<file path="src/rtl/cvd_pkg.sv">
// Shared types, widths and the square root digit step for the cosine and distance block.
package cvd_pkg;

   localparam int SUM_W = 48;
   localparam int ROOT_W = 24;
   localparam int REM_W = ROOT_W + 2;
   localparam int COS_W = 16;
   localparam int DIST_W = 22;
   localparam int QUO_W = 16;
   localparam int NUM_W = SUM_W + 14;
   localparam int CNT_W = 6;
   localparam int QUEUE_DEPTH = 4;
   localparam int QPTR_W = 2;
   localparam int LEVEL_W = 3;

   localparam logic [SUM_W-1:0] SUM_MAX = {SUM_W{1'b1}};
   localparam logic [QUO_W-1:0] COS_ONE = 16'd16384;
   localparam logic [DIST_W-1:0] DIST_MAX = {DIST_W{1'b1}};

   // Four sums of one finished vector pair.
   typedef struct packed {
      logic signed [SUM_W-1:0] dot;
      logic [SUM_W-1:0] norm_a;
      logic [SUM_W-1:0] norm_b;
      logic [SUM_W-1:0] diff_sq;
   } sums_type;

   typedef struct packed {
      logic [REM_W-1:0] rem;
      logic [ROOT_W-1:0] root;
   } root_step_type;

   // One digit of a restoring integer square root, two radicand bits per step.
   function automatic root_step_type root_step(input logic [REM_W-1:0] rem,
                                               input logic [ROOT_W-1:0] root,
                                               input logic [1:0] pair);
      logic [REM_W+1:0] shifted;
      logic [REM_W+1:0] trial;
      root_step_type res;
      shifted = {rem, pair};
      trial = {2'b00, root, 2'b01};
      if (shifted >= trial) begin
         res.rem = REM_W'(shifted - trial);
         res.root = {root[ROOT_W-2:0], 1'b1};
      end else begin
         res.rem = REM_W'(shifted);
         res.root = {root[ROOT_W-2:0], 1'b0};
      end
      return res;
   endfunction

endpackage

</file>
<file path="src/rtl/cvd_front.sv">
// Front end: takes element pairs, squares and multiplies them, and accumulates the four sums.
module cvd_front
   import cvd_pkg::*;
#(
   parameter int ELEM_WIDTH = 16
) (
   input  logic                          clock,
   input  logic                          reset,
   input  logic                          in_valid,
   output logic                          in_ready,
   input  logic signed [ELEM_WIDTH-1:0]  a_elem,
   input  logic signed [ELEM_WIDTH-1:0]  b_elem,
   input  logic                          last_elem,
   input  logic [LEVEL_W-1:0]            queue_level,
   output logic                          push,
   output sums_type                      push_sums
);

   localparam int P_W = 2 * ELEM_WIDTH;
   localparam int DD_W = 2 * ELEM_WIDTH + 1;
   localparam int ADD_W = ((DD_W > SUM_W) ? DD_W : SUM_W) + 1;

   logic accept;
   logic s1_valid_ff, s1_last_ff;
   logic signed [ELEM_WIDTH-1:0] s1_a_ff, s1_b_ff;
   logic s2_valid_ff, s2_last_ff;
   logic signed [P_W-1:0] s2_ab_ff;
   logic [P_W-1:0] s2_aa_ff, s2_bb_ff;
   logic [DD_W-1:0] s2_dd_ff;
   sums_type acc_ff, acc_in, sums_new;
   logic signed [ELEM_WIDTH:0] diff;
   logic signed [2*ELEM_WIDTH+1:0] diff_sq_full;
   logic signed [SUM_W:0] dot_wide;
   logic [ADD_W-1:0] na_wide, nb_wide, dd_wide;
   logic [1:0] inflight;
   logic [LEVEL_W:0] needed;

   // Every last pair still in the pipe holds a queue slot, so the pipe never stalls.
   always_comb begin
      inflight = {1'b0, s1_valid_ff & s1_last_ff} + {1'b0, s2_valid_ff & s2_last_ff};
      needed = {1'b0, queue_level} + {2'b00, inflight} + (LEVEL_W+1)'(1);
      in_ready = (needed <= (LEVEL_W+1)'(QUEUE_DEPTH));
      accept = in_valid & in_ready;
   end

   always_ff @(posedge clock) begin
      if (reset) begin
         s1_valid_ff <= 1'b0;
         s2_valid_ff <= 1'b0;
      end else begin
         s1_valid_ff <= accept;
         s2_valid_ff <= s1_valid_ff;
      end
      s1_a_ff <= a_elem;
      s1_b_ff <= b_elem;
      s1_last_ff <= last_elem;
      s2_last_ff <= s1_last_ff;
      s2_ab_ff <= s1_a_ff * s1_b_ff;
      s2_aa_ff <= P_W'(s1_a_ff * s1_a_ff);
      s2_bb_ff <= P_W'(s1_b_ff * s1_b_ff);
      s2_dd_ff <= DD_W'(diff_sq_full);
   end

   assign diff = {s1_a_ff[ELEM_WIDTH-1], s1_a_ff} - {s1_b_ff[ELEM_WIDTH-1], s1_b_ff};
   assign diff_sq_full = diff * diff;

   // Saturating accumulation.
   always_comb begin
      dot_wide = {acc_ff.dot[SUM_W-1], acc_ff.dot}
               + {{(SUM_W+1-P_W){s2_ab_ff[P_W-1]}}, s2_ab_ff};
      na_wide = {{(ADD_W-SUM_W){1'b0}}, acc_ff.norm_a} + {{(ADD_W-P_W){1'b0}}, s2_aa_ff};
      nb_wide = {{(ADD_W-SUM_W){1'b0}}, acc_ff.norm_b} + {{(ADD_W-P_W){1'b0}}, s2_bb_ff};
      dd_wide = {{(ADD_W-SUM_W){1'b0}}, acc_ff.diff_sq} + {{(ADD_W-DD_W){1'b0}}, s2_dd_ff};
      if (dot_wide[SUM_W] != dot_wide[SUM_W-1]) begin
         sums_new.dot = dot_wide[SUM_W] ? {1'b1, {(SUM_W-1){1'b0}}} : {1'b0, {(SUM_W-1){1'b1}}};
      end else begin
         sums_new.dot = dot_wide[SUM_W-1:0];
      end
      sums_new.norm_a = (|na_wide[ADD_W-1:SUM_W]) ? SUM_MAX : na_wide[SUM_W-1:0];
      sums_new.norm_b = (|nb_wide[ADD_W-1:SUM_W]) ? SUM_MAX : nb_wide[SUM_W-1:0];
      sums_new.diff_sq = (|dd_wide[ADD_W-1:SUM_W]) ? SUM_MAX : dd_wide[SUM_W-1:0];
      acc_in = acc_ff;
      if (s2_valid_ff) begin
         acc_in = s2_last_ff ? '0 : sums_new;
      end
   end

   always_ff @(posedge clock) begin
      if (reset) begin
         acc_ff <= '0;
      end else begin
         acc_ff <= acc_in;
      end
   end

   assign push = s2_valid_ff & s2_last_ff;
   assign push_sums = sums_new;

endmodule

</file>
<file path="config.mk">
export PLATFORM = sky130hd
export DESIGN_NAME = cvd_front
export DESIGN_NICKNAME = d
export VERILOG_FILES = /design/src/rtl/cvd_pkg.sv /design/src/rtl/cvd_front.sv
export SDC_FILE = /design/constraint.sdc
export NUM_CORES = 2
export LEC_CHECK = 0
export ABC_AREA = 1
export BUFFER_PORTS_ARGS = -buffer_cell sky130_fd_sc_hd__buf_2
export CAP_MARGIN = 20
export CORE_MARGIN = 1.5
export CORE_UTILIZATION = 35
export DETAILED_ROUTE_END_ITERATION = 10
export PLACE_DENSITY_LB_ADDON = 0.05
export SLEW_MARGIN = 10
export SYNTH_ARGS = -nofsm -noshare
export SYNTH_HDL_FRONTEND = slang
export SYNTH_SLANG_ARGS = --single-unit
</file>
<file path="constraint.sdc">
create_clock -name clock -period 10.2 [get_ports clock]
set_clock_uncertainty 0.15 [all_clocks]
set_input_delay 1.02 -clock clock [delete_from_list [all_inputs] [get_ports clock]]
set_output_delay 1.02 -clock clock [all_outputs]
set_load 0.005 [all_outputs]
</file>
==> PnR_summary.wiki <==
{| class="wikitable"
! Metric !! Value
|-
| Synthesized net count || 9726
|-
| Cell with the largest stage delay on the worst path || nor4_1
|-
| Setup Fix Bufs, Post-CTS || 0
|-
| Total area of multi-input combinational cells || 46100 um^2
|-
| Number of flops mapped to enable cells by yosys || 0
|-
| Highest-count cells in the layout ignoring fill and taps || nand2_1, inv_1, fa_1
|-
| Number of buffers inserted during clock tree synthesis || 52
|-
| Overall routed net length || 204 mm
|-
| Most common flop cell mapped by yosys || dfxtp_1
|-
| Worst path required time || 10640 ps
|-
| Total of buffers placed on input and output ports || 232
|-
| Number of top-level pins || 233
|-
| Remaining global-route overflow || 0
|-
| Final nets || 9856
|-
| Sequential share of the synthesized area || 0.116
|-
| Most numerous cell on the critical path || fa_1
|-
| Final Wtd Congestion || 0.928
|-
| Avg WL per Cell || 19.1 um
|-
| Detail Placement HPWL || 168 mm
|-
| Wire length of the first global-routing pass || 318 mm
|-
| Setup TNS || 0 ps
|-
| RSZ-0062 raised after global routing || no
|-
| TritonCTS clock tree || built
|-
| Area used by sequential logic in the layout || 7090 um^2
|-
| Maximum number of pins on one net before global-route repair || 76
|-
| Count of filler cells inserted in the layout || 18800
|-
| # setup viols final || 0
|-
| CP max FO || 20
|-
| Period Utilization, post-route || 0.880
|-
| Netlist area before placement || 61300 um^2
|-
| Total DRC errors in the routed layout || 0
|-
| Outcome || finished clean
|-
| Most common cell after layout, fill and taps aside || nand2_1
|-
| Number of resized instances in the post-cts repair step || 0
|-
| Floorplan core area || 174000 um^2
|-
| Starting Density || 0.352
|-
| Category of the worst setup path launch point || flop
|-
| Mapped Avg Cell Area || 7.50 um^2
|-
| Drt first pass iters || 5
|-
| Worst relative slew slack || 0.169
|-
| Seq cells post-synth || 354
|-
| Via count of the first global-routing pass || 53400
|-
| Number of synthesis warnings || 0
|-
| Number of library cell types mapped by synthesis || 56
|-
| Detail Route Antenna Nets || 0
|-
| Bufs on Longest Clock Path || 3
|-
| Area Growth Syn to Fin || 8.87%
|-
| Cell count after placement || 10600
|-
| Height of the chip || 422 um
|-
| Root Buffer Master || clkbuf_16
|-
| Chip width || 422 um
|-
| Class of the most critical setup path || flop to flop
|-
| Clock slew seen by the registers of the worst setup and hold paths || 60 ps
|-
| Synthesized netlist cell count || 8172
|-
| Total count of max-transition violations in the final report || 0
|-
| Flop2flop setup slack || 1220 ps
|-
| Initial antenna violation count || 17
|-
| TritonCTS Sinks || 354
|-
| WP data arrival || 9420 ps
|-
| GRT Util Overall || 0.231
|-
| First DRT Iteration DRCs || 3397
|-
| Max stage delay on crit path || 690 ps
|-
| Maximum achievable frequency || 111 MHz
|-
| CTS H-tree depth || 2
|-
| Worst Max-Slew Pin Slew || 1230 ps
|-
| Reported max-cap violation count || 0
|-
| Clock latency reported for the late side of the worst-skew pair || 710 ps
|-
| Class of the worst hold path || flop to flop
|-
| Shortest clock period the worst path allows after layout || 8980 ps
|-
| Count of hold-fix buffers inserted at cts || 0
|-
| Number of placement rows || 153
|-
| Async S/R FF share, synth || 0
|-
| Fraction of final layout cells with drive strength greater than 1 || 0.0639
|-
| Die Footprint || 178000 um^2
|-
| Final hold vios || 0
|-
| Final cell count without fillers || 10700
|-
| Average via count per standard cell || 4.81
|-
| Vias post-DR || 51300
|-
| Kind of end point of the critical path || flop
|}
## stage by stage
step           setup slack, ps  utilization  area (um^2)  hold slack, ps
6_report                  1220        0.384        66700             201
5_1_grt                    623        0.384        66700             217
4_1_cts                   1270        0.384        66700             186
3_5_place_dp              1310        0.373        64900             192
3_3_place_gp              1460        0.373        64900             190
2_1_floorplan             2540            -        61300             181
## registers in the layout, indices dropped and copies added, names as in the netlist
register / count
acc_ff: 192
s2_ab_ff: 32
s2_dd_ff: 32
s2_aa_ff: 31
s2_bb_ff: 31
s1_a_ff: 16
s1_b_ff: 16
s1_last_ff: 1
s1_valid_ff: 1
s2_last_ff: 1
s2_valid_ff: 1
## per-layer routing
metal  wire length (um)  vias up  global-route usage
met4               4230        2              0.0486
met1              99500    25300               0.339
li1                   -    24900                   -
met3              10100      164              0.0282
met5                  7        -                   0
met2              90000     1000               0.363
## cell usage after synthesis (all sizes together), types with 2 or more instances
master / number / area (um^2)
o21bai: 43 / 323
nor4: 21 / 131
a221oi: 2 / 17.5
nor3: 53 / 265
nand2: 1992 / 7630
fa: 1008 / 20200
o211a: 2 / 20.0
nand3: 259 / 1390
o31ai: 6 / 45.0
a211oi: 2 / 15.0
and3: 5 / 31.3
clkinv: 2 / 7.51
a31oi: 26 / 163
a21oi: 542 / 2730
a21boi: 14 / 105
nand3b: 11 / 90.1
ha: 507 / 6340
o2111ai: 4 / 35.0
xor2: 134 / 1180
xnor2: 117 / 1020
inv: 1925 / 7230
o21ai: 206 / 1050
o21a: 11 / 82.6
dfxtp: 354 / 7090
buf: 42 / 275
and2: 2 / 12.5
nor2: 538 / 2040
or2: 52 / 325
clkbuf: 166 / 623
nand4: 79 / 500
nor3b: 2 / 15.0
o211ai: 8 / 60.1
a21o: 31 / 233
## cell families (layout without fill, tap and decap cells)
family / Yosys count / in the layout / share of synthesized area
AOI/OAI and AO/OA: 901 / 901 / 0.0802
xor gates and xnor gates: 251 / 251 / 0.0360
adders and majority gates: 1515 / 1515 / 0.433
buffers and inverters: 2135 / 2306 / 0.133
DFF: 354 / 354 / 0.116
other: 0 / 1 / 0
and+or+nand+nor: 3016 / 3016 / 0.203
## cell type report
| class | instances | share of cell area |
|---|---|---|
| clock buffer | 69 | 0.0215 |
| multi-input combinational | 5683 | 0.691 |
| clock inverter | 26 | 0.00619 |
| sequential | 354 | 0.106 |
| inverter | 1927 | 0.108 |
| antenna | 1 | 0.0000375 |
| tap | 2325 | 0.0436 |
| timing repair buffer | 284 | 0.0233 |
## worst paths after layout
check | startpoint | end | cells past startpoint
max reg2reg | s1_a_ff[0]$_DFF_P_ | s2_dd_ff[29]$_DFF_P_ | 25
max | s1_a_ff[0]$_DFF_P_ | s2_dd_ff[29]$_DFF_P_ | 25
min reg2reg | s1_last_ff$_DFF_P_ | s2_last_ff$_DFF_P_ | 0
min | s1_last_ff$_DFF_P_ | s2_last_ff$_DFF_P_ | 0
## worst max-delay path, delay by kind of cell (launching register included)
kind / cells / cell delay, ps
AO/OA/AOI/OAI: 2 / 540
adder cells (fa/ha/maj): 9 / 4210
buffers and inverters: 4 / 1100
AND/OR/NAND/NOR: 9 / 2370
XOR/XNOR: 1 / 190
flip-flops: 1 / 320
Power is not shown: default switching activity piles up to over one toggle a cycle in this logic, so the estimate is an artifact.
