$ cat config.mk
export PLATFORM = sky130hd
export DESIGN_NAME = cvd_back
export DESIGN_NICKNAME = d
export VERILOG_FILES = /design/src/rtl/cvd_pkg.sv /design/src/rtl/cvd_back.sv
export SDC_FILE = /design/constraint.sdc
export NUM_CORES = 2
export LEC_CHECK = 0
export BUFFER_PORTS_ARGS = -buffer_cell sky130_fd_sc_hd__clkbuf_2
export CORE_AREA = 2 2 387 235
export DETAILED_ROUTE_END_ITERATION = 8
export DIE_AREA = 0 0 389 237
export PLACE_DENSITY = 0.81
export SKIP_LAST_GASP = 1
export SLEW_MARGIN = 40
export SYNTH_ARGS = -nofsm -noshare
export SYNTH_HDL_FRONTEND = slang
export SYNTH_SLANG_ARGS = --single-unit
$ cat constraint.sdc
create_clock -name clock -period 34.9 [get_ports clock]
set_input_delay 6.98 -clock clock [delete_from_list [all_inputs] [get_ports clock]]
set_output_delay 6.98 -clock clock [all_outputs]
set_load 0.03 [all_outputs]
$ cat src/rtl/cvd_pkg.sv
// Shared types, widths and the square root digit step for the cosine and distance block.
package cvd_pkg;

   localparam int SUM_W = 48;
   localparam int ROOT_W = 24;
   localparam int REM_W = ROOT_W + 2;
   localparam int COS_W = 16;
   localparam int DIST_W = 22;
   localparam int QUO_W = 16;
   localparam int NUM_W = SUM_W + 14;
   localparam int CNT_W = 6;
   localparam int QUEUE_DEPTH = 4;
   localparam int QPTR_W = 2;
   localparam int LEVEL_W = 3;

   localparam logic [SUM_W-1:0] SUM_MAX = {SUM_W{1'b1}};
   localparam logic [QUO_W-1:0] COS_ONE = 16'd16384;
   localparam logic [DIST_W-1:0] DIST_MAX = {DIST_W{1'b1}};

   // Four sums of one finished vector pair.
   typedef struct packed {
      logic signed [SUM_W-1:0] dot;
      logic [SUM_W-1:0] norm_a;
      logic [SUM_W-1:0] norm_b;
      logic [SUM_W-1:0] diff_sq;
   } sums_type;

   typedef struct packed {
      logic [REM_W-1:0] rem;
      logic [ROOT_W-1:0] root;
   } root_step_type;

   // One digit of a restoring integer square root, two radicand bits per step.
   function automatic root_step_type root_step(input logic [REM_W-1:0] rem,
                                               input logic [ROOT_W-1:0] root,
                                               input logic [1:0] pair);
      logic [REM_W+1:0] shifted;
      logic [REM_W+1:0] trial;
      root_step_type res;
      shifted = {rem, pair};
      trial = {2'b00, root, 2'b01};
      if (shifted >= trial) begin
         res.rem = REM_W'(shifted - trial);
         res.root = {root[ROOT_W-2:0], 1'b1};
      end else begin
         res.rem = REM_W'(shifted);
         res.root = {root[ROOT_W-2:0], 1'b0};
      end
      return res;
   endfunction

endpackage

$ cat src/rtl/cvd_back.sv
// Back end: three square roots, the norm product, a restoring divide and the result register.
module cvd_back
   import cvd_pkg::*;
(
   input  logic                     clock,
   input  logic                     reset,
   input  logic                     not_empty,
   input  sums_type                 head,
   output logic                     pop,
   output logic                     out_valid,
   input  logic                     out_ready,
   output logic signed [COS_W-1:0]  cosine,
   output logic [DIST_W-1:0]        distance,
   output logic                     zero_norm
);

   localparam logic [2:0] ST_IDLE = 3'd0;
   localparam logic [2:0] ST_ROOT = 3'd1;
   localparam logic [2:0] ST_MUL  = 3'd2;
   localparam logic [2:0] ST_DIV  = 3'd3;
   localparam logic [2:0] ST_DONE = 3'd4;

   logic [2:0] state_ff, state_in;
   logic [CNT_W-1:0] cnt_ff;
   logic [SUM_W-1:0] rad_ff [3];
   logic [REM_W-1:0] rem_ff [3];
   logic [ROOT_W-1:0] root_ff [3];
   root_step_type step [3];
   logic signed [SUM_W-1:0] dot_ff;
   logic [2*ROOT_W-1:0] den_ff;
   logic [NUM_W-1:0] num_ff;
   logic [SUM_W-1:0] drem_ff;
   logic [SUM_W:0] drem_sh;
   logic div_ge;
   logic [QUO_W-1:0] quo_ff;
   logic [QUO_W:0] quo_next;
   logic sat_ff, neg_ff, zero_ff;
   logic [DIST_W-1:0] dist_ff;
   logic [SUM_W-1:0] mag;
   logic [QUO_W-1:0] cos_mag;
   logic out_valid_ff;
   logic signed [COS_W-1:0] out_cos_ff;
   logic [DIST_W-1:0] out_dist_ff;
   logic out_zero_ff;
   logic load_out;

   always_comb begin
      for (int i = 0; i < 3; i++) begin
         step[i] = root_step(rem_ff[i], root_ff[i], rad_ff[i][SUM_W-1:SUM_W-2]);
      end
      drem_sh = {drem_ff, num_ff[NUM_W-1]};
      div_ge = (drem_sh >= {1'b0, den_ff});
      quo_next = {quo_ff, div_ge};
      mag = dot_ff[SUM_W-1] ? SUM_W'(-dot_ff) : dot_ff;
      cos_mag = sat_ff ? COS_ONE : quo_ff;
   end

   assign pop = (state_ff == ST_IDLE) && not_empty;
   assign load_out = (state_ff == ST_DONE) && (!out_valid_ff || out_ready);

   always_comb begin
      state_in = state_ff;
      unique case (state_ff)
         ST_IDLE: if (not_empty) state_in = ST_ROOT;
         ST_ROOT: if (cnt_ff == CNT_W'(ROOT_W - 1)) state_in = ST_MUL;
         ST_MUL: begin
            state_in = ((root_ff[0] == '0) || (root_ff[1] == '0)) ? ST_DONE : ST_DIV;
         end
         ST_DIV: if (cnt_ff == CNT_W'(NUM_W - 1)) state_in = ST_DONE;
         ST_DONE: if (load_out) state_in = ST_IDLE;
         default: state_in = ST_IDLE;
      endcase
   end

   always_ff @(posedge clock) begin
      if (reset) begin
         state_ff <= ST_IDLE;
         out_valid_ff <= 1'b0;
      end else begin
         state_ff <= state_in;
         if (load_out) begin
            out_valid_ff <= 1'b1;
         end else if (out_ready) begin
            out_valid_ff <= 1'b0;
         end
      end

      unique case (state_ff)
         ST_IDLE: begin
            cnt_ff <= '0;
            dot_ff <= head.dot;
            rad_ff[0] <= head.norm_a;
            rad_ff[1] <= head.norm_b;
            rad_ff[2] <= head.diff_sq;
            for (int i = 0; i < 3; i++) begin
               rem_ff[i] <= '0;
               root_ff[i] <= '0;
            end
         end
         ST_ROOT: begin
            cnt_ff <= cnt_ff + CNT_W'(1);
            for (int i = 0; i < 3; i++) begin
               rem_ff[i] <= step[i].rem;
               root_ff[i] <= step[i].root;
               rad_ff[i] <= {rad_ff[i][SUM_W-3:0], 2'b00};
            end
         end
         ST_MUL: begin
            cnt_ff <= '0;
            den_ff <= root_ff[0] * root_ff[1];
            zero_ff <= (root_ff[0] == '0) || (root_ff[1] == '0);
            dist_ff <= (|root_ff[2][ROOT_W-1:DIST_W]) ? DIST_MAX : root_ff[2][DIST_W-1:0];
            neg_ff <= dot_ff[SUM_W-1];
            num_ff <= {mag, 14'd0};
            drem_ff <= '0;
            quo_ff <= '0;
            sat_ff <= 1'b0;
         end
         ST_DIV: begin
            cnt_ff <= cnt_ff + CNT_W'(1);
            num_ff <= {num_ff[NUM_W-2:0], 1'b0};
            drem_ff <= div_ge ? SUM_W'(drem_sh - {1'b0, den_ff}) : drem_sh[SUM_W-1:0];
            quo_ff <= quo_next[QUO_W-1:0];
            if (quo_next > {1'b0, COS_ONE}) begin
               sat_ff <= 1'b1;
            end
         end
         ST_DONE: begin
            if (load_out) begin
               out_zero_ff <= zero_ff;
               out_dist_ff <= dist_ff;
               if (zero_ff) begin
                  out_cos_ff <= '0;
               end else begin
                  out_cos_ff <= neg_ff ? -$signed(cos_mag) : $signed(cos_mag);
               end
            end
         end
         default: cnt_ff <= '0;
      endcase
   end

   assign out_valid = out_valid_ff;
   assign cosine = out_cos_ff;
   assign distance = out_dist_ff;
   assign zero_norm = out_zero_ff;

endmodule

==> flow_metrics.py <==
metrics = {
    "run_status": {
        "run_status": "finished clean",
    },
    "clock_tree": {
        "cts.clk_slew.worst_paths_ns": 0.06,
        "cts_setup_buffers": 0,
        "clk_latency_ns": 0.67,
        "cts_hold_buf": 0,
        "cts_sinks": 576,
        "cts_resized": 0,
        "h-tree-depth": 2,
        "cts_buffers": 53,
        "clk_path_buf_depth": 3,
        "cts_tree": "built",
        "cts-root-buf": "clkbuf_16",
    },
    "grt": {
        "grt_pass1_vias": 36721,
        "antenna_found_initial": 1,
        "grt_use_total": 0.2802,
        "grt_pass1_wl_um": 202800,
        "grt-ovfl-total": 0,
        "grt_max_degree": 180,
    },
    "pwr": {
        "leakage_nw": 23.92,
        "p_per_area_nw_per_um2": 49.56,
        "ir_drop_mv": 0.08387,
    },
    "critical_path": {
        "path_cells": "clkbuf_2, and2_1, clkbuf_2",
        "crit_type": "in2out",
        "cp_max_fo": 2,
        "cp_data_required_time_ns": 27.92,
        "cpPeakStageDelay_ns": 0.20,
        "worstPathArrival_ns": 7.40,
        "cpMostUsedCell": "clkbuf_2",
        "critPathLaunchType": "primary input",
        "crit_path_end_kind": "output port",
        "slowest_stage": "clkbuf_2",
        "path_delay_family": "buffers and inverters",
        "cp.buffers_inverters": 2,
    },
    "yosys": {
        "yosysTopAreaCell": "edfxtp_1",
        "ys_seq_area_frac": 0.3563,
        "ys_ff_latch": 576,
        "synth.most_common_cell": "nand2_1",
        "synth_top_area_share": 0.3547,
        "synth_nets": 6030,
        "synthFlopType": "edfxtp_1",
        "syn_avg_cell_area_um2": 9.596,
        "netlist_area_um2": 48430,
        "synth_edf_count": 572,
        "synth_commonest_cells": "949 x nand2_1, 714 x inv_1, 572 x edfxtp_1",
        "ys_top_cells_by_area": "edfxtp_1 35%, fa_1 20%, ha_1 7.9%",
        "async_flop_share": 0,
        "ys_warn_count": 0,
        "ys_types": 79,
        "syn_inst": 5047,
    },
    "job": {
        "drv_cap": 0,
    },
    "floorplanning": {
        "die_h_um": 237,
        "pin_count": 237,
        "start_util": 0.5447,
        "die-area_um2": 92190,
        "rows": 85,
        "core_um2": 88910,
        "die_w_um": 389,
    },
    "layout": {
        "fin_nets": 6177,
        "stdcell_count": 6413,
        "antenna_cells": 0,
        "layout-drive-gt1-share": 0.08437,
        "syn_to_final_growth_pct": 8.636,
    },
    "drt": {
        "first_iter_violations": 4417,
        "ant_nets": 0,
        "via_per_inst": 5.845,
        "wirelength_um": 129600,
        "wl_per_cell_um": 20.21,
        "drc": 0,
        "via_count": 37483,
        "dr.pass1.iters": 7,
    },
    "timing": {
        "setup_viol_count_final": 0,
        "post-route-period-util": 0.4119,
        "relSlewSlack": 0.3861,
        "hold_violations": 0,
        "whs_ns": 0.4195,
        "setup_tns_ns": 0,
        "fin_ws_ns": 20.52,
        "rsz0062_at_grt": "false",
        "max_freq_mhz": 69.56,
        "finalCriticalPeriod_ns": 14.38,
        "worst_slew_pin_slew_ns": 0.9198,
        "slew_violations": 0,
        "fin_skew_ns": 0.05905,
    },
    "place": {
        "gp_congestion": 0.9864,
        "dp_worst_setup_slack_ns": 20.52,
        "dp.final_hpwl_um": 95560,
        "port_buffers": 236,
        "placedCellCount": 6311,
    },
    "hold_path": {
        "hold_class": "reg2reg",
    },
}
registers in the layout, summed over array words and instances, names as in the netlist, 6 cells and up:
name and cells:
rad_ff 144, rem_ff 78, root_ff 72, den_ff 48, dot_ff 48, drem_ff 48, num_ff 48, dist_ff 22
distance 22, cosine 16, quo_ff 16, cnt_ff 6
cell usage in the layout (no fill, tap or decap), types with 48 or more instances in the layout:
cell type,count
fa_1,483
nor2_1,551
clkbuf_2,236
xnor2_1,103
a21o_1,85
edfxtp_1,572
a21oi_1,204
clkbuf_16,53
o21ai_0,139
ha_1,304
xor2_1,96
nand2_1,947
nand3_1,65
buf_4,67
inv_1,708
mux2i_1,48
metrics by stage:
step	util	area [um^2]	total power [W]
after detailed placement	0.5723	50890	0.002001
after global routing	0.5918	52610	0.002757
final	0.5918	52610	0.002608
after CTS	0.5911	52560	0.002585
after global placement	0.5719	50850	0.001969
after floorplan	-	48430	0.001764
final timing paths:
check                 startpoint            to  slack [ns]  depth (start not counted)
hold / removal       dist_ff[14]  distance[14]        0.42                          0
hold reg to reg      dist_ff[14]  distance[14]        0.42                          0
setup / recovery       not_empty           pop       20.52                          3
setup reg to reg  root_ff[0][35]    den_ff[36]       25.84                         25
worst register-to-register path: stages (launching register included):
cell and delay [ns]:
edfxtp_1 0.73, inv_1 0.70, buf_4 0.33, nor2_1 0.09, fa_1 0.48, fa_1 0.54, inv_1 0.06, fa_1 0.52
inv_1 0.05, fa_1 0.42, fa_1 0.50, fa_1 0.50, inv_1 0.06, fa_1 0.52, inv_1 0.04, ha_1 0.43
and4_1 0.26, nand2_1 0.06, a311oi_1 0.69, o211ai_1 0.34, a31oi_1 0.32, o22ai_1 0.22, o22ai_1 0.46, a21o_1 0.20
a21oi_1 0.07, xnor2_1 0.15
where the power goes:
group	switching, W	internal [W]	total (W)
clock network	0.000280	0.000305	0.000584
registers	0.0000386	0.000846	0.000885
logic	0.000657	0.000481	0.00114
total	0.000976	0.00163	0.00261
layout make-up:
| type | count | area (um^2) |
|---|---|---|
| clock buffers | 61 | 1356 |
| clock inverters | 39 | 316.6 |
| fillers | 7243 | 36300 |
| inverters | 720 | 2708 |
| multi-input cells | 3529 | 27670 |
| flip-flops and latches | 576 | 17260 |
| well taps | 1174 | 1469 |
| repair buffers | 314 | 1842 |
routing by layer:
metal	global-route usage	share of wire	vias to the layer above
met2	0.3869	0.40	2270
met5	0	0.00027	-
met1	0.4205	0.42	18071
li1	-	-	16805
met4	0.06648	0.027	4
met3	0.09813	0.15	333
logic make-up (layout without fill, tap and decap cells):
logic type	Yosys count	after routing	share of synthesized area
adders and majority gates	787	787	0.2782
buffers and inverters	942	1134	0.07414
xor gates and xnor gates	199	199	0.03599
AOI/OAI and AO/OA	679	679	0.08864
DFF	576	576	0.3563
and+or+nand+nor	1815	1815	0.1566
muxes	49	49	0.01015
(Power assumes the default switching activity.)
