<file path="src/rtl/cvd_pkg.sv">
// Shared types, widths and the square root digit step for the cosine and distance block.
package cvd_pkg;

   localparam int SUM_W = 48;
   localparam int ROOT_W = 24;
   localparam int REM_W = ROOT_W + 2;
   localparam int COS_W = 16;
   localparam int DIST_W = 22;
   localparam int QUO_W = 16;
   localparam int NUM_W = SUM_W + 14;
   localparam int CNT_W = 6;
   localparam int QUEUE_DEPTH = 4;
   localparam int QPTR_W = 2;
   localparam int LEVEL_W = 3;

   localparam logic [SUM_W-1:0] SUM_MAX = {SUM_W{1'b1}};
   localparam logic [QUO_W-1:0] COS_ONE = 16'd16384;
   localparam logic [DIST_W-1:0] DIST_MAX = {DIST_W{1'b1}};

   // Four sums of one finished vector pair.
   typedef struct packed {
      logic signed [SUM_W-1:0] dot;
      logic [SUM_W-1:0] norm_a;
      logic [SUM_W-1:0] norm_b;
      logic [SUM_W-1:0] diff_sq;
   } sums_type;

   typedef struct packed {
      logic [REM_W-1:0] rem;
      logic [ROOT_W-1:0] root;
   } root_step_type;

   // One digit of a restoring integer square root, two radicand bits per step.
   function automatic root_step_type root_step(input logic [REM_W-1:0] rem,
                                               input logic [ROOT_W-1:0] root,
                                               input logic [1:0] pair);
      logic [REM_W+1:0] shifted;
      logic [REM_W+1:0] trial;
      root_step_type res;
      shifted = {rem, pair};
      trial = {2'b00, root, 2'b01};
      if (shifted >= trial) begin
         res.rem = REM_W'(shifted - trial);
         res.root = {root[ROOT_W-2:0], 1'b1};
      end else begin
         res.rem = REM_W'(shifted);
         res.root = {root[ROOT_W-2:0], 1'b0};
      end
      return res;
   endfunction

endpackage

</file>
<file path="src/rtl/cvd_queue.sv">
// Short queue of finished sum sets between the front and back ends.
module cvd_queue
   import cvd_pkg::*;
(
   input  logic               clock,
   input  logic               reset,
   input  logic               push,
   input  sums_type           push_sums,
   input  logic               pop,
   output sums_type           head,
   output logic               not_empty,
   output logic [LEVEL_W-1:0] level
);

   sums_type entry_ff [QUEUE_DEPTH];
   logic [QPTR_W-1:0] wr_ptr_ff, rd_ptr_ff;
   logic [LEVEL_W-1:0] count_ff;

   always_ff @(posedge clock) begin
      if (reset) begin
         wr_ptr_ff <= '0;
         rd_ptr_ff <= '0;
         count_ff <= '0;
      end else begin
         if (push) begin
            wr_ptr_ff <= wr_ptr_ff + QPTR_W'(1);
         end
         if (pop) begin
            rd_ptr_ff <= rd_ptr_ff + QPTR_W'(1);
         end
         if (push && !pop) begin
            count_ff <= count_ff + LEVEL_W'(1);
         end else if (pop && !push) begin
            count_ff <= count_ff - LEVEL_W'(1);
         end
      end
      if (push) begin
         entry_ff[wr_ptr_ff] <= push_sums;
      end
   end

   assign head = entry_ff[rd_ptr_ff];
   assign not_empty = (count_ff != '0);
   assign level = count_ff;

endmodule

</file>
<file path="config.mk">
export PLATFORM = sky130hd
export DESIGN_NAME = cvd_queue
export DESIGN_NICKNAME = d
export VERILOG_FILES = /design/src/rtl/cvd_pkg.sv /design/src/rtl/cvd_queue.sv
export SDC_FILE = /design/constraint.sdc
export NUM_CORES = 1
export LEC_CHECK = 0
export BUFFER_PORTS_ARGS = -buffer_cell sky130_fd_sc_hd__buf_2
export CORE_MARGIN = 10
export CORE_UTILIZATION = 61
export DETAILED_ROUTE_END_ITERATION = 16
export PLACE_DENSITY = 0.86
export SLEW_MARGIN = 5
export SYNTH_ARGS = -nofsm -noshare
export SYNTH_HDL_FRONTEND = slang
export SYNTH_SLANG_ARGS = --single-unit
</file>
<file path="constraint.sdc">
create_clock -name clock -period 11.6 [get_ports clock]
set_input_delay 1.16 -clock clock [delete_from_list [all_inputs] [get_ports clock]]
set_output_delay 1.16 -clock clock [all_outputs]
set_load 0.1 [all_outputs]
</file>
==> results of run 1 <==
-- registers in the layout, indices dropped and copies added (netlist names), named ones only --
name and flops:
entry_ff 768, level 3, rd_ptr_ff 2, wr_ptr_ff 2
-- cell families (layout without fill, tap and decap cells) --
group                    Yosys count  in the layout  synth area share (%)
buffers and inverters             48            543                  1.90
flip-flops                       777            777                  82.0
AND/OR/NAND/NOR                   14             14                 0.238
AO/OA/AOI/OAI                      2              2                0.0353
adder cells (fa/ha/maj)            6              6                 0.291
multiplexers                     194            194                  15.3
XOR/XNOR                           5              5                 0.155
other                              0             10                     0
-- layout make-up --
type                    count  area (sq um)  area share (%)
well taps                 600           751            2.28
clock inverters            46           398            1.21
multi-input cells         221          4560            13.8
clock buffers              87          1900            5.76
diodes                     10          25.0          0.0759
flip-flops and latches    777         23200            70.5
inverters                   4          15.0          0.0455
repair buffers            406          2080            6.31
-- worst min-delay path, cell delays in order, from the launching register on --
cell and delay [ns]:
sky130_fd_sc_hd__dfxtp_1 0.32, sky130_fd_sc_hd__xor2_1 0.06, sky130_fd_sc_hd__nor2_1 0.10
-- metal layers --
layer / track usage (%) / wire (microns) / vias up
met5: 0 / 95 / -
met4: 8.06 / 1540 / 14
met3: 6.95 / 5300 / 99
met2: 36.7 / 31900 / 589
met1: 25.9 / 21400 / 6691
li1: - / - / 5433
-- through the flow --
| step | hold WS [ns] | total power [uW] |
|---|---|---|
| finish | 0.519 | 6870 |
| global route | 0.553 | 7070 |
| CTS | 0.513 | 6930 |
| detailed placement | 0.504 | 4640 |
| global placement | 0.498 | 4620 |
| floorplan | 0.485 | 4440 |
-- cell usage in the layout, fill, tap and decap left out --
cell | netlist | routed
sky130_fd_sc_hd__o21ai_0 | 1 | 1
sky130_fd_sc_hd__edfxtp_1 | 768 | 768
sky130_fd_sc_hd__inv_6 | 0 | 6
sky130_fd_sc_hd__fa_1 | 1 | 1
sky130_fd_sc_hd__a21oi_1 | 1 | 1
sky130_fd_sc_hd__xor2_1 | 3 | 3
sky130_fd_sc_hd__clkinv_2 | 0 | 13
sky130_fd_sc_hd__buf_4 | 1 | 14
sky130_fd_sc_hd__mux2i_1 | 2 | 2
sky130_fd_sc_hd__dfxtp_4 | 0 | 2
sky130_fd_sc_hd__and2_4 | 0 | 4
sky130_fd_sc_hd__bufinv_16 | 0 | 6
sky130_fd_sc_hd__buf_2 | 18 | 391
sky130_fd_sc_hd__clkinvlp_4 | 0 | 1
sky130_fd_sc_hd__clkbuf_16 | 0 | 74
sky130_fd_sc_hd__nor2_1 | 7 | 7
sky130_fd_sc_hd__clkbuf_1 | 4 | 13
sky130_fd_sc_hd__clkinv_4 | 0 | 1
sky130_fd_sc_hd__clkinv_8 | 0 | 1
sky130_fd_sc_hd__xnor2_1 | 2 | 2
sky130_fd_sc_hd__diode_2 | 0 | 10
sky130_fd_sc_hd__nand2_1 | 1 | 1
sky130_fd_sc_hd__mux4_2 | 192 | 192
sky130_fd_sc_hd__inv_1 | 4 | 4
sky130_fd_sc_hd__or3_1 | 2 | 2
sky130_fd_sc_hd__clkinv_1 | 0 | 18
sky130_fd_sc_hd__dfxtp_1 | 9 | 7
sky130_fd_sc_hd__ha_1 | 5 | 5
sky130_fd_sc_hd__buf_12 | 20 | 1
-- power by group --
group,switching [uW],internal [uW],leakage (uW),total [uW]
Sequential,48.7,3230,0.00713,3280
Combinational,1050,255,0.00280,1310
Clock,976,1310,0.00113,2290
Total,2080,4800,0.0111,6870
-- worst paths after layout --
kind / from / end / slack (ns) / cells past startpoint
setup / recovery: flip-flop / head[114] / 6.97 / 3
hold / removal: rd_ptr_ff[1]$_SDFFE_PP0P_ / flip-flop / 0.52 / 2
setup reg to reg: wr_ptr_ff[0]$_SDFFE_PP0P_ / entry_ff[2][37]$_DFFE_PP_ / 8.68 / 5
hold reg to reg: rd_ptr_ff[1]$_SDFFE_PP0P_ / flip-flop / 0.52 / 2
==> flow_metrics.py, run 1 <==
metrics = {
    "detailed_routing": {
        "drt_first_pass_iters": 5,
        "dr_total_vias": 12800,
        "drc_errors": 0,
        "drt_wl_total_microns": 60200,
        "detail_route.wl_per_cell_microns": 28.0,
        "route.detailed.vias_per_inst": 5.96,
        "drt.antenna.violating_nets": 0,
        "drt_first_iter_violations": 1212,
    },
    "synth": {
        "share_of_the_synthesized_area_in_the_top_cell_type_pct": 81.4,
        "synthArstFlopShare_pct": 0,
        "postSynthAreaPerCell_sq_um": 27.1,
        "synth_commonest_cells": "sky130_fd_sc_hd__edfxtp_1, sky130_fd_sc_hd__mux4_2, sky130_fd_sc_hd__buf_12, sky130_fd_sc_hd__buf_2, sky130_fd_sc_hd__dfxtp_1",
        "post_synth_num_cell_types": 20,
        "synth-edff-count": 768,
        "area_leader_netlist": "sky130_fd_sc_hd__edfxtp_1",
        "ranking_of_synthesized_cells_by_area": "sky130_fd_sc_hd__edfxtp_1, sky130_fd_sc_hd__mux4_2, sky130_fd_sc_hd__buf_12",
        "mappedNetlistArea_sq_mm": 0.0283,
        "total_of_flip_flops_plus_latches_after_synthesis": 777,
        "syn_nets": 1248,
        "yosys_warnings": 0,
        "post_synth_inst_count": 1046,
        "synth_sequential_area_ratio_pct": 82.0,
        "synthMostInstantiatedCell": "sky130_fd_sc_hd__edfxtp_1",
        "most_used_flip_flop_cell_after_synthesis": "sky130_fd_sc_hd__edfxtp_1",
    },
    "clock_network": {
        "cts_tree": "done",
        "post-cts-setup-buffer-count": 0,
        "post_cts_hold_buffer_count": 0,
        "clock_pin_slew_on_the_worst_setup_and_hold_paths_ns": 0.07,
        "cts_made_buffers": 74,
        "post_cts.resized_instances": 0,
        "sinks_on_clock_net": 777,
        "clock_latency_ns": 0.60,
        "cts_h_tree_depth": 3,
        "max-clock-path-buffers": 3,
        "root_buffer": "sky130_fd_sc_hd__clkbuf_16",
    },
    "sta": {
        "final_critical_path_setup_slack_ns": 6.97,
        "setup-tns-final_ns": 0,
        "slew-limit-headroom_pct": 26.0,
        "clock-skew-final_ns": 0.0117,
        "tightestPinTransition_ns": 1.11,
        "rsz0062_at_grt": "false",
        "setup_viol": 0,
        "fin_crit_sh_pct": 39.9,
        "final_period_minus_worst_setup_slack_ns": 4.63,
        "fmax_ghz": 0.216,
        "hold_viol_final": 0,
        "fin_max_slew_vios": 0,
    },
    "worst_setup_path": {
        "cpPeakStageDelay_ns": 0.93,
        "path_buf_inv": 2,
        "cp_slowest_cell": "sky130_fd_sc_hd__dfxtp_4",
        "worst-endpoint-required_ns": 10.44,
        "critical_path_launch_point_type": "flip-flop",
        "type_of_destination_of_the_critical_path": "output pin",
        "worst-endpoint-arrival_ns": 3.47,
        "critical_path_maximum_fanout": 47,
        "cp_cell_sequence": "buf_4 > mux4_2 > buf_2",
        "cpLargestDelayFamily": "buffers and inverters",
        "worst-setup-path-type": "flip-flop to output pin",
    },
    "placement": {
        "number_of_port_buffers": 391,
        "pre_cts_ws_ns": 7.48,
        "post_dp_cell_area_sq_mm": 0.0307,
        "gpl.final_weighted_congestion": 0.755,
        "place.detailed.instances": 2008,
        "final_hpwl_dp_microns": 35500,
    },
    "floorplan": {
        "floorplan.die.width_microns": 236,
        "design.die.area_sq_mm": 0.0555,
        "num_rows": 78,
        "floorplan.die.height_microns": 236,
        "pin_count": 392,
        "core_region_area_sq_mm": 0.0457,
        "initial_core_util_pct": 62.0,
    },
    "grt": {
        "antenna_found_initial": 17,
        "first_global_vias": 13900,
        "grt_usage_pct": 21.7,
        "global_route_wire_length_before_repair_microns": 90100,
        "grt_start_max_net_pins": 104,
        "grt.overflow.total": 0,
    },
    "cells_and_area": {
        "final_util_pct": 72.2,
        "post_route_cells_drive_above_1_share_pct": 45.8,
        "postLayoutCellArea_sq_mm": 0.0330,
        "synthToLayoutAreaGrowth_pct": 16.4,
        "final_cell_count_no_fill": 2151,
        "fillCellCount": 2454,
        "nets_final": 1686,
    },
    "status": {
        "run_status": "finished clean",
    },
    "run": {
        "max_cap_violations": 0,
    },
    "worst_hold_path": {
        "worst_hold_path_type": "flip-flop to flip-flop",
    },
    "power_and_ir_drop": {
        "p_leak_uw": 0.0111,
        "vdd.ir_drop.worst_v": 0.000166,
        "power.density_mw_per_mm2": 208,
    },
}
No activity file was read; power rests on OpenSTA's default activity.
==> run 2: changes to the inputs <==
--- a/config.mk
+++ b/config.mk
@@ -5,11 +5,12 @@
 export SDC_FILE = /design/constraint.sdc
 export NUM_CORES = 1
 export LEC_CHECK = 0
+export ABC_AREA = 1
 export BUFFER_PORTS_ARGS = -buffer_cell sky130_fd_sc_hd__buf_2
 export CORE_MARGIN = 10
-export CORE_UTILIZATION = 61
+export CORE_UTILIZATION = 52
 export DETAILED_ROUTE_END_ITERATION = 16
-export PLACE_DENSITY = 0.86
+export PLACE_DENSITY = 0.78
 export SLEW_MARGIN = 5
 export SYNTH_ARGS = -nofsm -noshare
 export SYNTH_HDL_FRONTEND = slang
==> constraint.sdc (replaced) <==
create_clock -name clock -period 4.2 [get_ports clock]
set_input_delay 0.42 -clock clock [delete_from_list [all_inputs] [get_ports clock]]
set_output_delay 0.42 -clock clock [all_outputs]
set_load 0.1 [all_outputs]
==> flow_metrics.py, run 2 <==
metrics = {
    "clock_network": {
        "post-cts-setup-buffer-count": 0,
        "clock_latency_ns": 0.60,
        "post_cts_hold_buffer_count": 85,
        "post_cts.resized_instances": 0,
        "cts_made_buffers": 76,
        "root_buffer": "sky130_fd_sc_hd__clkbuf_16",
        "max-clock-path-buffers": 3,
        "sinks_on_clock_net": 777,
        "clock_pin_slew_on_the_worst_setup_and_hold_paths_ns": 0.06,
        "cts_tree": "done",
        "cts_h_tree_depth": 3,
    },
    "synth": {
        "postSynthAreaPerCell_sq_um": 15.1,
        "synthAdderAreaFrac_pct": 0.286,
        "mappedNetlistArea_sq_mm": 0.0289,
        "synth_top_family_by_area": "compound AO/OA/AOI/OAI gates",
        "yosys_warnings": 0,
        "synth_simple_gate_area_share_pct": 5.24,
        "synth_commonest_cells": "sky130_fd_sc_hd__edfxtp_1, sky130_fd_sc_hd__nor2_1, sky130_fd_sc_hd__o21ai_0, sky130_fd_sc_hd__o22ai_1, sky130_fd_sc_hd__o21ai_1",
        "synthArstFlopShare_pct": 0,
        "ranking_of_synthesized_cells_by_area": "sky130_fd_sc_hd__edfxtp_1, sky130_fd_sc_hd__nor2_1, sky130_fd_sc_hd__o21ai_0",
        "post_synth_num_cell_types": 21,
        "synthMostInstantiatedCell": "sky130_fd_sc_hd__edfxtp_1",
        "synth-edff-count": 768,
        "synth.mux.area_fraction_pct": 0,
        "share_of_the_synthesized_area_in_the_top_cell_type_pct": 79.8,
        "post_synth_inst_count": 1915,
        "syn_nets": 2117,
        "total_of_flip_flops_plus_latches_after_synthesis": 777,
        "area_leader_netlist": "sky130_fd_sc_hd__edfxtp_1",
        "yosys.area_share.xor_xnor_pct": 0.0303,
        "most_used_flip_flop_cell_after_synthesis": "sky130_fd_sc_hd__edfxtp_1",
        "synth_sequential_area_ratio_pct": 80.4,
        "synth_compound_area_share_pct": 10.9,
    },
    "detailed_routing": {
        "route.detailed.vias_per_inst": 5.75,
        "drt_first_iter_violations": 1878,
        "top_signal_layer_used": "met5",
        "drt_first_pass_iters": 5,
        "drt.antenna.violating_nets": 0,
        "drc_errors": 0,
        "drt_wl_total_microns": 70400,
        "dr_total_vias": 18300,
        "route.met3.wl_microns": 6470,
        "detail_route.wl_per_cell_microns": 22.1,
        "met2_wirelength_microns": 35600,
        "met1_length_microns": 26700,
    },
    "worst_setup_path": {
        "critical_path_maximum_fanout": 54,
        "cpLargestDelayFamily": "buffers and inverters",
        "worst-setup-path-type": "flip-flop to output pin",
        "reg2regPathDepth": 6,
        "worst-path-stages": 5,
        "cpPeakStageDelay_ns": 0.63,
        "cp_cell_sequence": "inv_4 > buf_4 > o21ai_1 > o22ai_1 > buf_2",
        "cp_slowest_cell": "sky130_fd_sc_hd__inv_4",
        "worst-endpoint-required_ns": 3.78,
        "reg2reg_slack_ns": 1.56,
        "critical_path_launch_point_type": "flip-flop",
        "regToRegEndpoint": "entry_ff[0][92]$_DFFE_PP_",
        "worst-endpoint-arrival_ns": 2.96,
        "path_buf_inv": 3,
        "worst_r2r_startpoint": "wr_ptr_ff[0]$_SDFFE_PP0P_",
        "type_of_destination_of_the_critical_path": "output pin",
    },
    "sta": {
        "hold_ws_ns": 0.0268,
        "rsz0062_at_grt": "false",
        "tightestPinTransition_ns": 1.03,
        "clock-skew-final_ns": 0.0205,
        "hold_viol_final": 0,
        "final_period_minus_worst_setup_slack_ns": 3.38,
        "fin_max_slew_vios": 0,
        "setup_viol": 0,
        "fin_crit_sh_pct": 80.6,
        "slew-limit-headroom_pct": 31.3,
        "fmax_ghz": 0.296,
        "setup-tns-final_ns": 0,
    },
    "placement": {
        "gpl.final_weighted_congestion": 0.791,
        "number_of_port_buffers": 391,
        "post_dp_cell_area_sq_mm": 0.0314,
        "final_hpwl_dp_microns": 39900,
    },
    "cells_and_area": {
        "largest_reg_flops": 768,
        "layout.cells.most_common": "sky130_fd_sc_hd__edfxtp_1",
        "nets_final": 2575,
        "postLayoutCellArea_sq_mm": 0.0346,
        "regMostFlops": "entry_ff",
        "synthToLayoutAreaGrowth_pct": 19.7,
        "multi_input_comb_area_sq_mm": 0.00477,
        "register_area_sq_mm": 0.0232,
        "fillCellCount": 3847,
        "layout.cells.most_common_list": "sky130_fd_sc_hd__edfxtp_1, sky130_fd_sc_hd__nor2_1, sky130_fd_sc_hd__buf_2",
        "post_route_cells_drive_above_1_share_pct": 22.0,
    },
    "grt": {
        "antenna_found_initial": 16,
        "grt.overflow.total": 0,
        "global_route_wire_length_before_repair_microns": 108000,
        "first_global_vias": 18700,
        "grt_start_max_net_pins": 199,
        "grt_usage_pct": 20.9,
    },
    "floorplan": {
        "floorplan.die.width_microns": 256,
        "core_region_area_sq_mm": 0.0551,
        "floorplan.die.height_microns": 256,
        "num_rows": 86,
        "design.die.area_sq_mm": 0.0654,
        "initial_core_util_pct": 52.5,
        "pin_count": 392,
    },
    "status": {
        "run_status": "finished clean",
    },
    "worst_hold_path": {
        "hold_end": "entry_ff[0][128]$_DFFE_PP_",
        "worst_hold_path_type": "input port to flip-flop",
        "worst_hold_path.num_cells": 1,
        "timing.hold.worst.start": "push_sums[128]",
    },
    "power_and_ir_drop": {
        "power.density_mw_per_mm2": 545,
        "vdd.ir_drop.worst_v": 0.000649,
        "p_leak_uw": 0.0120,
    },
    "run": {
        "max_cap_violations": 0,
    },
}
==> run 2: changes by cell type in the layout (fill, tap and decap cells not counted), moves of 7 or more <==
cell                            previous run  this run
sky130_fd_sc_hd__inv_1                     4        11
sky130_fd_sc_hd__buf_12                    1        12
sky130_fd_sc_hd__nand2_1                   1        10
sky130_fd_sc_hd__clkinv_1                 18        10
sky130_fd_sc_hd__mux4_2                  192         0
sky130_fd_sc_hd__clkbuf_1                 13        20
sky130_fd_sc_hd__o21ai_0                   1       273
sky130_fd_sc_hd__dlygate4sd3_1             0        85
sky130_fd_sc_hd__nor2_1                    7       391
sky130_fd_sc_hd__o22ai_1                   0       192
sky130_fd_sc_hd__o21ai_1                   0       116
==> run 2: logic make-up (layout without fill, tap and decap cells) <==
logic type / count (synthesis) / after routing
compound gates: 584 / 584
other cells: 0 / 10
xor+xnor: 1 / 1
flops: 777 / 777
buf+inv: 144 / 659
simple gates: 403 / 403
fa+ha+maj: 6 / 6
==> run 2: worst max path at each step <==
stage	from	endpoint
finish	flip-flop	head[57]
global route	flip-flop	head[71]
CTS	flip-flop	head[57]
detailed placement	flip-flop	head[57]
global placement	flip-flop	head[57]
floorplan	wr_ptr_ff[0]$_SDFFE_PP0P_	entry_ff[0][0]$_DFFE_PP_
==> run 2: power by group <==
| part | switching [uW] | internal [uW] | total [uW] |
|---|---|---|---|
| Combinational | 2920 | 543 | 3460 |
| Sequential | 89.4 | 8870 | 8960 |
| Clock | 2760 | 3690 | 6450 |
| Total | 5770 | 13100 | 18900 |
==> run 2: metal layers <==
layer  global-route usage [%]  vias to the layer above
met5                        0                        -
met4                     6.96                       18
met3                     6.22                      135
met2                     35.3                      798
met1                     25.4                     9160
li1                         -                     8208
==> run 2: layout make-up <==
type                    instances  area share [%]
multi-input cells             994            13.8
clock buffers                  99            5.89
clock inverters                36           0.907
well taps                     748            2.70
inverters                      17           0.271
diodes                         10          0.0723
flip-flops and latches        777            67.2
repair buffers                507            9.22
==> run 2: metrics by stage <==
step / util [%] / setup slack [ns] / cells / power, uW
global placement: 57.0 / 1.53 / 2958 / 12400
floorplan: - / 0.262 / 1915 / 11800
finish: 62.8 / 0.817 / 3188 / 18900
CTS: 62.8 / 0.779 / 3178 / 18900
global route: 62.8 / 0.683 / 3181 / 19400
detailed placement: 57.0 / 1.44 / 2958 / 12500
==> run 3: changes to the inputs <==
--- a/config.mk
+++ b/config.mk
@@ -8,9 +8,9 @@
 export ABC_AREA = 1
 export BUFFER_PORTS_ARGS = -buffer_cell sky130_fd_sc_hd__buf_2
 export CORE_MARGIN = 10
-export CORE_UTILIZATION = 52
+export CORE_UTILIZATION = 57
 export DETAILED_ROUTE_END_ITERATION = 16
-export PLACE_DENSITY = 0.78
+export PLACE_DENSITY = 0.81
 export SLEW_MARGIN = 5
 export SYNTH_ARGS = -nofsm -noshare
 export SYNTH_HDL_FRONTEND = slang
==> constraint.sdc (replaced) <==
create_clock -name clock -period 3.5 [get_ports clock]
set_input_delay 0.35 -clock clock [delete_from_list [all_inputs] [get_ports clock]]
set_output_delay 0.35 -clock clock [all_outputs]
set_load 0.1 [all_outputs]
==> flow_metrics.py, run 3 (synthesis gave the netlist of run 2 again) <==
metrics = {
    "sta": {
        "rsz0062_at_grt": "false",
        "tightestPinTransition_ns": 0.909,
        "fin_crit_sh_pct": 97.6,
        "final_period_minus_worst_setup_slack_ns": 3.41,
        "hold_viol_final": 0,
        "clock-skew-final_ns": 0.0231,
        "slew-limit-headroom_pct": 39.4,
        "final_critical_path_setup_slack_ns": 0.0851,
        "fin_max_slew_vios": 0,
        "setup_viol": 0,
        "setup-tns-final_ns": 0,
        "fmax_ghz": 0.293,
    },
    "power_and_ir_drop": {
        "power_frac_seq_pct": 47.2,
        "net_switching_component_of_the_power_uw": 7090,
        "p_leak_uw": 0.0125,
        "cellInternalPower_uw": 15800,
        "power.density_mw_per_mm2": 639,
        "share_comb_of_total_power_pct": 18.9,
        "power.switching_fraction_pct": 31.0,
        "vdd.ir_drop.worst_v": 0.000606,
        "power_frac_clock_pct": 33.9,
    },
    "detailed_routing": {
        "drt.antenna.violating_nets": 0,
        "detail_route.wl_per_cell_microns": 23.4,
        "drt_first_pass_iters": 5,
        "route.detailed.vias_per_inst": 5.91,
        "drt_first_iter_violations": 2306,
        "dr_total_vias": 19100,
        "drt_wl_total_microns": 75300,
        "drc_errors": 0,
    },
    "floorplan": {
        "num_rows": 82,
        "pin_count": 392,
        "initial_core_util_pct": 57.6,
        "floorplan.die.width_microns": 245,
        "core_region_area_sq_mm": 0.0502,
        "design.die.area_sq_mm": 0.0601,
        "floorplan.die.height_microns": 245,
    },
    "cells_and_area": {
        "largest_reg_flops": 768,
        "layout.cells.most_common_list": "sky130_fd_sc_hd__edfxtp_1, sky130_fd_sc_hd__nor2_1, sky130_fd_sc_hd__buf_2",
        "post_route_cells_drive_above_1_share_pct": 21.6,
        "layout.cells.most_common": "sky130_fd_sc_hd__edfxtp_1",
        "regMostFlops": "entry_ff",
        "nets_final": 2693,
        "synthToLayoutAreaGrowth_pct": 23.6,
        "fillCellCount": 2919,
    },
    "grt": {
        "globalRouteMet1Util_pct": 29.5,
        "global_route.usage.met3_pct": 5.96,
        "antenna_found_initial": 3,
        "grt_usage_pct": 24.3,
        "first_global_vias": 19200,
        "grt.overflow.total": 0,
        "globalRoute.busiestLayer": "met2",
        "grt_start_max_net_pins": 142,
        "global_route_wire_length_before_repair_microns": 113000,
        "grt.met2_usage_pct": 42.0,
    },
    "run": {
        "max_cap_violations": 0,
    },
    "worst_setup_path": {
        "worst-setup-path-type": "flip-flop to output pin",
        "critical_path_launch_point_type": "flip-flop",
        "worst-endpoint-arrival_ns": 3.06,
        "critical_path_maximum_fanout": 138,
        "worst-endpoint-required_ns": 3.15,
        "type_of_destination_of_the_critical_path": "output pin",
    },
    "clock_network": {
        "post-cts-setup-buffer-count": 0,
        "cts_made_buffers": 75,
        "cts_h_tree_depth": 3,
        "root_buffer": "sky130_fd_sc_hd__clkbuf_16",
        "clock_pin_slew_on_the_worst_setup_and_hold_paths_ns": 0.06,
        "max-clock-path-buffers": 3,
        "sinks_on_clock_net": 777,
        "clock_latency_ns": 0.63,
        "cts_tree": "done",
    },
    "placement": {
        "pre_cts_ws_ns": 0.759,
        "final_hpwl_dp_microns": 40200,
        "gpl.final_weighted_congestion": 0.780,
        "number_of_port_buffers": 391,
    },
    "status": {
        "run_status": "finished clean",
    },
    "worst_hold_path": {
        "worst_hold_path_type": "input port to flip-flop",
    },
}
-- run 3: cell count changes in the layout (fill, tap and decap cells not counted), sizes merged --
cell / previous run / this run
dlygate4sd3: 85 / 193
inv: 14 / 18
clkbuf: 99 / 95
clkinvlp: 5 / 6
diode: 10 / 3
buf: 422 / 433
-- run 3: critical path, stage by stage, from the launching register on --
cell,delay [ns]
sky130_fd_sc_hd__dfxtp_4,0.50
sky130_fd_sc_hd__inv_12,0.49
sky130_fd_sc_hd__buf_4,0.44
sky130_fd_sc_hd__o21ai_0,0.16
sky130_fd_sc_hd__o22ai_1,0.24
sky130_fd_sc_hd__buf_2,0.51
-- run 3: path summary, 6_finish.rpt --
path                             startpoint                    endpoint  slack (ns)  cells past startpoint
hold reg to reg   rd_ptr_ff[1]$_SDFFE_PP0P_                   flip-flop        0.43                      1
setup reg to reg  wr_ptr_ff[0]$_SDFFE_PP0P_  entry_ff[0][125]$_DFFE_PP_        1.48                      5
setup / recovery                  flip-flop                   head[182]        0.09                      5
hold / removal                          pop   rd_ptr_ff[0]$_SDFFE_PP0P_        0.11                      3
-- run 3: cell type report --
class / count / area [sq um] / share of cell area [%]
clock inverters: 41 / 327 / 0.914
well taps: 672 / 841 / 2.35
multi-input cells: 994 / 4790 / 13.4
flip-flops and latches: 777 / 23300 / 65.1
diodes: 3 / 7.51 / 0.0210
inverters: 17 / 93.8 / 0.263
clock buffers: 95 / 1990 / 5.58
repair buffers: 626 / 4430 / 12.4
-- run 3: stage by stage --
step           total power [uW]  hold WS [ns]  util [%]  area (sq um)  cells
2_1_floorplan             14200         0.412         -         29000   1915
3_3_place_gp              14900         0.414      62.7         31500   2893
3_5_place_dp              15000         0.425      62.7         31500   2893
4_1_cts                   22800        0.0703      71.2         35700   3222
5_1_grt                   23500         0.120      71.2         35700   3224
6_report                  22800         0.112      71.2         35700   3225
-- run 3: metal layers --
metal | share of wire [%] | vias up
met3 | 10 | 123
met5 | 0.0093 | -
met2 | 52 | 1012
li1 | - | 8428
met1 | 35 | 9501
met4 | 2.4 | 2
-- run 3: power groups by stage --
stage	logic (uW)	clock network (uW)	registers (uW)
after floorplan	3190	0	11000
after global placement	4000	0	10900
after detailed placement	4070	0	11000
after CTS	4280	7730	10800
after global routing	4470	8180	10800
final	4320	7740	10800
-- run 3: timing repair --
action / CTS / global route
endpoints found under the hold margin: 769 / 0
hold buffers: 193 / 0
setup endpoints to repair: 0 / 21
gates resized for setup: 0 / 1
